===== src/rtl/core/paired_pulse_stretcher_macros.svh =====
// ---------------------------------------------------------------------------
// Assertion macros shared by the pulse stretcher RTL
// ---------------------------------------------------------------------------
`ifndef PAIRED_PULSE_STRETCHER_MACROS_SVH
`define PAIRED_PULSE_STRETCHER_MACROS_SVH

// Same-cycle implication on i_clk, disabled while i_rst_n is low.
`define PPS_ASSERT_IMP(lbl, ante, cons, msg) \
    lbl: assert property (@(posedge i_clk) disable iff (!i_rst_n) (ante) |-> (cons)) \
        else $error(msg);

// Next-cycle implication on i_clk, disabled while i_rst_n is low.
`define PPS_ASSERT_NXT(lbl, ante, cons, msg) \
    lbl: assert property (@(posedge i_clk) disable iff (!i_rst_n) (ante) |=> (cons)) \
        else $error(msg);

`endif


===== src/rtl/core/pps_pkg.sv =====
// ---------------------------------------------------------------------------
// pps_pkg
// Shared widths, register indexes and the per-pair result type.
// ---------------------------------------------------------------------------
`default_nettype none

package pps_pkg;

    localparam int TIME_W     = 32;
    localparam int FLAG_W     = 8;
    localparam int PAIR_W     = 2;
    localparam int MAX_PAIRS  = FLAG_W / PAIR_W;
    localparam int HOLD_W     = 16;
    localparam int CFG_IDX_W  = 8;
    localparam int CFG_DATA_W = 16;

    localparam logic [CFG_IDX_W-1:0] CFG_IDX_MODE = 8'd0;
    localparam logic [CFG_IDX_W-1:0] CFG_IDX_HOLD = 8'd1;

    localparam logic [HOLD_W-1:0] HOLD_RESET = 16'd80;

    typedef struct packed {
        logic [PAIR_W-1:0] held;
        logic              dl_wr;
        logic [TIME_W-1:0] dl_value;
    } t_pair_result;

endpackage

`default_nettype wire


===== src/rtl/core/pps_pair.sv =====
// ---------------------------------------------------------------------------
// pps_pair
// Next held bits and deadline update for one direction pair.
// ---------------------------------------------------------------------------
`default_nettype none

module pps_pair
    import pps_pkg::*;
(
    input  wire logic              i_tracked,
    input  wire logic [TIME_W-1:0] i_now,
    input  wire logic [HOLD_W-1:0] i_hold,
    input  wire logic [PAIR_W-1:0] i_cur,
    input  wire logic [PAIR_W-1:0] i_ret,
    input  wire logic [TIME_W-1:0] i_deadline,
    output t_pair_result           o_res
);

    logic [PAIR_W-1:0] w_merged;
    logic [TIME_W-1:0] w_deadline;
    logic [TIME_W-1:0] w_diff;
    logic              w_hit;

    always_comb begin
        w_hit    = (i_cur != '0);
        // merge, then resolve a both-directions conflict with the current bits
        w_merged = i_tracked ? (i_ret | i_cur) : '0;
        if (w_merged == '1) begin
            w_merged = i_cur;
        end
        w_deadline = w_hit ? (i_now + {{(TIME_W-HOLD_W){1'b0}}, i_hold}) : i_deadline;
        w_diff     = i_now - w_deadline;
        // drop the pair once now has reached the deadline (signed compare)
        if (!w_diff[TIME_W-1]) begin
            w_merged = '0;
        end
        o_res.held     = w_merged;
        o_res.dl_wr    = i_tracked && w_hit;
        o_res.dl_value = w_deadline;
    end

endmodule

`default_nettype wire


===== src/rtl/core/paired_pulse_stretcher.sv =====
// ---------------------------------------------------------------------------
// paired_pulse_stretcher
// Flow: a transaction loads into the input register at acceptance and moves
// on into the result register once that is free. Throughput: one
// transaction per cycle while the output is not stalled; the pair update is
// a single pass of one 32-bit add and one 32-bit subtract per pair.
// Reset (synchronous, active low) clears held flags, deadlines, valids and
// restores three-pair mode with an 80 ms hold time.
// ---------------------------------------------------------------------------
`default_nettype none
`include "paired_pulse_stretcher_macros.svh"

module paired_pulse_stretcher
    import pps_pkg::*;
#(
    parameter int NUM_PAIRS = 4
)
(
    input  wire logic                  i_clk,
    input  wire logic                  i_rst_n,
    // input channel
    input  wire logic                  i_in_valid,
    output logic                       o_in_stall,
    input  wire logic [TIME_W-1:0]     i_now_time,
    input  wire logic [FLAG_W-1:0]     i_pulse_flags,
    // result channel
    output logic                       o_out_valid,
    input  wire logic                  i_out_stall,
    output logic [FLAG_W-1:0]          o_held_flags,
    // configuration write channel
    input  wire logic                  i_cfg_valid,
    output logic                       o_cfg_ready,
    input  wire logic [CFG_IDX_W-1:0]  i_cfg_index,
    input  wire logic [CFG_DATA_W-1:0] i_cfg_data
);

    // Configuration registers
    logic              r_four_pair_mode;
    logic [HOLD_W-1:0] r_hold_time;

    // Input register stage
    logic              r_in_valid;
    logic [TIME_W-1:0] r_in_now;
    logic [FLAG_W-1:0] r_in_flags;

    // Result register stage
    logic              r_out_valid;
    logic [FLAG_W-1:0] r_out_held;

    // Pulse state
    logic [FLAG_W-1:0] r_retained;
    logic [FLAG_W-1:0] n_retained;
    logic [TIME_W-1:0] r_deadline [NUM_PAIRS];

    logic         w_in_accept;
    logic         w_out_free;
    logic         w_load_out;
    t_pair_result w_pair [NUM_PAIRS];

    // The result register can take a new transaction when it is empty or
    // being drained this cycle. Stall the input only when the input register
    // holds a transaction that cannot move on.
    assign w_out_free  = !r_out_valid || !i_out_stall;
    assign w_load_out  = r_in_valid && w_out_free;
    assign o_in_stall  = r_in_valid && !w_out_free;
    assign w_in_accept = i_in_valid && !o_in_stall;

    assign o_cfg_ready  = 1'b1;
    assign o_out_valid  = r_out_valid;
    assign o_held_flags = r_out_held;

    // Configuration writes land at once; keep the block idle around them.
    always_ff @(posedge i_clk) begin
        if (!i_rst_n) begin
            r_four_pair_mode <= 1'b0;
            r_hold_time      <= HOLD_RESET;
        end else if (i_cfg_valid && o_cfg_ready) begin
            unique case (i_cfg_index)
                CFG_IDX_MODE: r_four_pair_mode <= i_cfg_data[0];
                CFG_IDX_HOLD: r_hold_time      <= i_cfg_data[HOLD_W-1:0];
                default: ;  // unknown index: ignore the write
            endcase
        end
    end

    // Input register: hold while stalled, advance on acceptance.
    always_ff @(posedge i_clk) begin
        if (!i_rst_n) begin
            r_in_valid <= 1'b0;
        end else if (w_in_accept) begin
            r_in_valid <= 1'b1;
        end else if (w_load_out) begin
            r_in_valid <= 1'b0;
        end
    end

    always_ff @(posedge i_clk) begin
        if (w_in_accept) begin
            r_in_now   <= i_now_time;
            r_in_flags <= i_pulse_flags;
        end
    end

    // Per-pair evaluation. The last pair is tracked only in four-pair mode;
    // all pairs run in parallel since each touches only its own bits.
    for (genvar p = 0; p < NUM_PAIRS; p++) begin : g_pair
        pps_pair u_pair (
            .i_tracked  ((p < NUM_PAIRS - 1) ? 1'b1 : r_four_pair_mode),
            .i_now      (r_in_now),
            .i_hold     (r_hold_time),
            .i_cur      (r_in_flags[PAIR_W*p +: PAIR_W]),
            .i_ret      (r_retained[PAIR_W*p +: PAIR_W]),
            .i_deadline (r_deadline[p]),
            .o_res      (w_pair[p])
        );
    end

    // Gather pair results; bits beyond the configured pair count stay zero.
    always_comb begin
        n_retained = '0;
        for (int p = 0; p < NUM_PAIRS; p++) begin
            n_retained[PAIR_W*p +: PAIR_W] = w_pair[p].held;
        end
    end

    // State and result update happen together when a transaction moves into
    // the result register, so the next transaction always sees fresh state.
    always_ff @(posedge i_clk) begin
        if (!i_rst_n) begin
            r_retained <= '0;
            for (int p = 0; p < NUM_PAIRS; p++) begin
                r_deadline[p] <= '0;
            end
        end else if (w_load_out) begin
            r_retained <= n_retained;
            for (int p = 0; p < NUM_PAIRS; p++) begin
                if (w_pair[p].dl_wr) begin
                    r_deadline[p] <= w_pair[p].dl_value;
                end
            end
        end
    end

    // Result register: load on advance, drop once taken downstream.
    always_ff @(posedge i_clk) begin
        if (!i_rst_n) begin
            r_out_valid <= 1'b0;
        end else if (w_load_out) begin
            r_out_valid <= 1'b1;
        end else if (!i_out_stall) begin
            r_out_valid <= 1'b0;
        end
    end

    always_ff @(posedge i_clk) begin
        if (w_load_out) begin
            r_out_held <= n_retained;
        end
    end

    // A pending result always mirrors the retained state it produced.
    `PPS_ASSERT_IMP(a_out_matches_state, r_out_valid, o_held_flags == r_retained, "held != state")
    // The input side stalls only with a transaction waiting in the input register.
    `PPS_ASSERT_IMP(a_stall_needs_item, o_in_stall, r_in_valid, "stall with empty input register")
    // A transaction moved forward must show up as a valid result.
    `PPS_ASSERT_NXT(a_load_shows_result, w_load_out, o_out_valid, "advanced result missing")

endmodule

`default_nettype wire

===== config.mk =====
export PLATFORM = sky130hd
export DESIGN_NAME = paired_pulse_stretcher
export DESIGN_NICKNAME = d
export VERILOG_FILES = /design/src/rtl/core/pps_pkg.sv /design/src/rtl/core/pps_pair.sv /design/src/rtl/core/paired_pulse_stretcher.sv
export VERILOG_INCLUDE_DIRS = /design/src /design/src/rtl/core
export SDC_FILE = /design/constraint.sdc
export NUM_CORES = 1
export LEC_CHECK = 0
export BUFFER_PORTS_ARGS = -buffer_cell sky130_fd_sc_hd__buf_2
export CORE_ASPECT_RATIO = 1.1
export CORE_MARGIN = 10
export CORE_UTILIZATION = 62
export DETAILED_ROUTE_END_ITERATION = 16
export GPL_TIMING_DRIVEN = 0
export PLACE_DENSITY = 0.91
export SLEW_MARGIN = 20
export SYNTH_ARGS = -nofsm -noshare
export SYNTH_HDL_FRONTEND = slang
export SYNTH_SLANG_ARGS = --single-unit

===== constraint.sdc =====
create_clock -name i_clk -period 5.2 [get_ports i_clk]
set_clock_uncertainty 0.2 [all_clocks]
set_input_delay 1.3 -clock i_clk [delete_from_list [all_inputs] [get_ports i_clk]]
set_output_delay 1.3 -clock i_clk [all_outputs]
set_load 0.01 [all_outputs]

==> summary.md <==
### Status
* completed — result of the run

### Layout
* 0 — count of antenna diodes in the layout
* 1,520 — Final Net Count
* 0.0149 mm^2 — Final Instance Area
* 18.3% — fraction of layout cells with a size suffix above 1
* 74.6% — utilization after layout
* 17.6% — signed area change from the synthesized netlist to the final layout
* 1,583 — final instance count without filler cells
* 1,174 — fillcell total

### Clock tree
* 1 — CTS HTree Levels
* done — TritonCTS clock tree
* 203 — number of clock sinks
* 60 ps — clock-pin slew on the worst setup and hold paths
* 3 — Clock Path Buffers
* sky130_fd_sc_hd__clkbuf_16 — clock root cell
* 23 — CTS Buf Count
* 530 ps — clock latency of the later-clocked register in the worst-skew pair

### GRT
* 27.7% — overall fraction of global-route tracks in use
* 26 — maximum number of pins on one net before global-route repair
* 58.1 mm — first-pass GRT wire length
* 0 — gr ovfl total
* 10,900 — via count of the first global-routing pass
* 0 — initial antenna violation count

### Route
* 0 — post-route antenna net violation count
* 39.0 mm — routed wire length
* 6.89 — DR vias/cell
* 1,342 — 1st-iter DRT viols
* 0 — remaining routing DRC violations
* 24.6 um — Wirelength per Cell
* 10,900 — via count
* 7 — number of detailed-route iterations in the first pass

### Synthesis
* 46.1% — share of the yosys chip area belonging to registers
* 176 — EDFF count, synth
* 41.8% — post-synth top area share
* 203 — Seq cells post-synth
* 0% — fraction of registers with async set/reset
* 1,391 — net count of the mapped netlist
* sky130_fd_sc_hd__edfxtp_1 (176), sky130_fd_sc_hd__nor2_1 (156), sky130_fd_sc_hd__ha_1 (136), sky130_fd_sc_hd__a21oi_1 (78), sky130_fd_sc_hd__mux2i_1 (70) — most numerous cell types in the synthesized netlist
* sky130_fd_sc_hd__edfxtp_1 — cell accounting for the most synthesized area
* 10.7 um^2 — mean area per synthesized cell
* 0.0126 mm^2 — Netlist Area Pre-Place
* 1,185 — post-synthesis instance total
* 65 — post-synthesis cell type count
* sky130_fd_sc_hd__edfxtp_1 — cell with the most instances after synthesis
* 0 — number of warning messages in the yosys log
* sky130_fd_sc_hd__edfxtp_1 — leading register cell type out of synthesis
* sky130_fd_sc_hd__edfxtp_1 (42%), sky130_fd_sc_hd__ha_1 (13%), sky130_fd_sc_hd__mux2i_1 (5.5%) — leading post-synthesis cells by cell area

### Setup path
* sky130_fd_sc_hd__edfxtp_1 — highest-delay cell along the critical path
* 5270 ps — worst path required time
* flop to flop — critical setup path kind
* 10 — top fanout value on the critical path
* flop — Worst setup EP type
* r_in_now[7]$_DFFE_PP_ — R2R Path Start
* ha_1 -> a21o_1 -> a21o_1 -> a221oi_2 -> o21a_4 -> o21a_4 -> buf_6 -> o21a_2 -> o31ai_1 -> ha_1 -> a21oi_1 -> o21ai_0 -> a211oi_2 -> o221ai_2 -> a31oi_2 -> xor2_2 -> nor2_1 — ordered cell list for the critical path
* 510 ps — Max stage delay on crit path
* 5220 ps — data arrival time of the critical path
* r_in_now[7]$_DFFE_PP_ — origin of the worst setup path
* flop — sort of element at the start of the critical path

### Power
* 4.32 mW — total power
* 0.000224 V — Peak VDD IR
* 291 mW/mm^2 — Pwr per Cell Area
* 6.41 nW — Leak

### Placement
* 1,521 — post-placement cell count
* 78 — quantity of I/O buffers inserted on ports
* 0.992 — GP Congestion
* 27.0 mm — Detailed Place HPWL
* -729 ps — setup slack after placement
* 0.0135 mm^2 — instance area after placement

### Timing
* 0 — number of endpoints failing setup at the final stage
* 194 MHz — achievable clock frequency
* 0 ps — final total negative setup slack
* 284 ps — Hold WS
* 1100 ps — slew at the pin closest to its max-slew limit
* 99.0% — period utilisation layout
* 0 — final count of hold timing violations
* 0 — Max Transition Viols Final
* 49.6 ps — final setup margin
* 5150 ps — Tmin final
* 26.9% — relative slew slack

### Die
* 156 um — chip width
* 80 — number of primary I/O pins
* 0.0265 mm^2 — area of the die
* 54 — std cell rows
* 170 um — die extent in y
* 63.4% — Starting Density
* 0.0199 mm^2 — core region area

### Min path
* r_retained[2]$_SDFFE_PN0P_ — Hold Startpoint
* flop to flop — class of the worst hold path

### Job
* 0 — # Max-Cap Violations

[critical path: cells and delay by family, from the launching register on]
kind,cells,cell delay [ps]
simple gates,1,90
buf+inv,1,180
xor+xnor,1,240
flops,1,510
fa+ha+maj,2,770
compound gates,12,2910
[per-layer routing]
layer,global-route usage [%],part of all wire (%)
met1,33.1,36
met2,45.8,46
met3,6.36,12
met4,14.6,6.4
met5,0,0
[what timing repair did]
action | CTS | global route
endpoints found under the setup margin | 16 | 16
hold endpoints to repair | 0 | 0
gates cloned | 0 | 0
buffers inserted | 5 | 15
pin swaps | 9 | 11
gates resized for setup | 34 | 60
hold buffers | 0 | 0
[registers in the layout, summed over array words and instances, names as in the netlist]
name	flops
r_four_pair_mode	1
r_in_now	32
o_held_flags	8
r_deadline	128
r_in_valid	1
r_hold_time	16
r_in_flags	8
r_retained	8
o_out_valid	1
[layout by cell type, fill, tap and decap left out, types with 5 or more instances in the layout]
cell type                     n
sky130_fd_sc_hd__o21ai_0     44
sky130_fd_sc_hd__buf_4       21
sky130_fd_sc_hd__o21ai_1      5
sky130_fd_sc_hd__a21o_1      43
sky130_fd_sc_hd__nor2b_1     20
sky130_fd_sc_hd__nor2_1     156
sky130_fd_sc_hd__or2_2        7
sky130_fd_sc_hd__xor2_1       7
sky130_fd_sc_hd__xnor2_2      5
sky130_fd_sc_hd__ha_1       131
sky130_fd_sc_hd__edfxtp_1   176
sky130_fd_sc_hd__or3_1       16
sky130_fd_sc_hd__a211oi_2     8
sky130_fd_sc_hd__o31ai_1     16
sky130_fd_sc_hd__o21a_1      20
sky130_fd_sc_hd__nand4_1     29
sky130_fd_sc_hd__nor3_1      13
sky130_fd_sc_hd__inv_1       10
sky130_fd_sc_hd__buf_2       83
sky130_fd_sc_hd__clkbuf_1    47
sky130_fd_sc_hd__and3_1      11
sky130_fd_sc_hd__a211oi_1     6
sky130_fd_sc_hd__nand3_1     14
sky130_fd_sc_hd__a31o_2      15
sky130_fd_sc_hd__xnor2_1     16
sky130_fd_sc_hd__a21oi_1     75
sky130_fd_sc_hd__nand2_1     64
sky130_fd_sc_hd__nor3b_1      6
sky130_fd_sc_hd__and2_1       6
sky130_fd_sc_hd__dfxtp_1     27
sky130_fd_sc_hd__o211ai_1    10
sky130_fd_sc_hd__and4_1       9
sky130_fd_sc_hd__mux2i_1     70
sky130_fd_sc_hd__clkbuf_16   24
[final timing paths]
kind	endpoint	slack, ps	cells past startpoint
setup / recovery	o_held_flags[4]$_DFFE_PP_	50	17
hold / removal	r_retained[2]$_SDFFE_PN0P_	280	2
setup reg to reg	o_held_flags[4]$_DFFE_PP_	50	17
hold reg to reg	r_retained[2]$_SDFFE_PN0P_	280	2
[final cells by class]
class,count,area (um^2),area share [%]
Timing Repair Buffer,104,673,4.53
Inverter,10,37.5,0.253
Buffer,55,236,1.59
Clock buffer,31,637,4.29
Sequential cell,203,5830,39.2
Clock inverter,11,110,0.741
Multi-Input combinational cell,917,7020,47.3
Tap cell,252,315,2.12
[where the power goes]
part | total, mW | switching, mW | internal [mW]
clock | 1.63 | 0.674 | 0.961
combinational | 0.769 | 0.471 | 0.298
sequential | 1.92 | 0.0588 | 1.86
[kinds of logic (layout without fill, tap and decap cells)]
logic type	count (synthesis)	in the layout	share of synthesized area (%)
flops	203	203	46.1
compound gates	303	303	16.0
simple gates	372	372	14.2
mux	70	70	5.55
fa+ha+maj	137	137	13.6
buf+inv	65	211	2.11
xor+xnor	34	34	2.36
other cells	1	1	0.0297
Note: power is estimated with default switching activity, not from simulation.
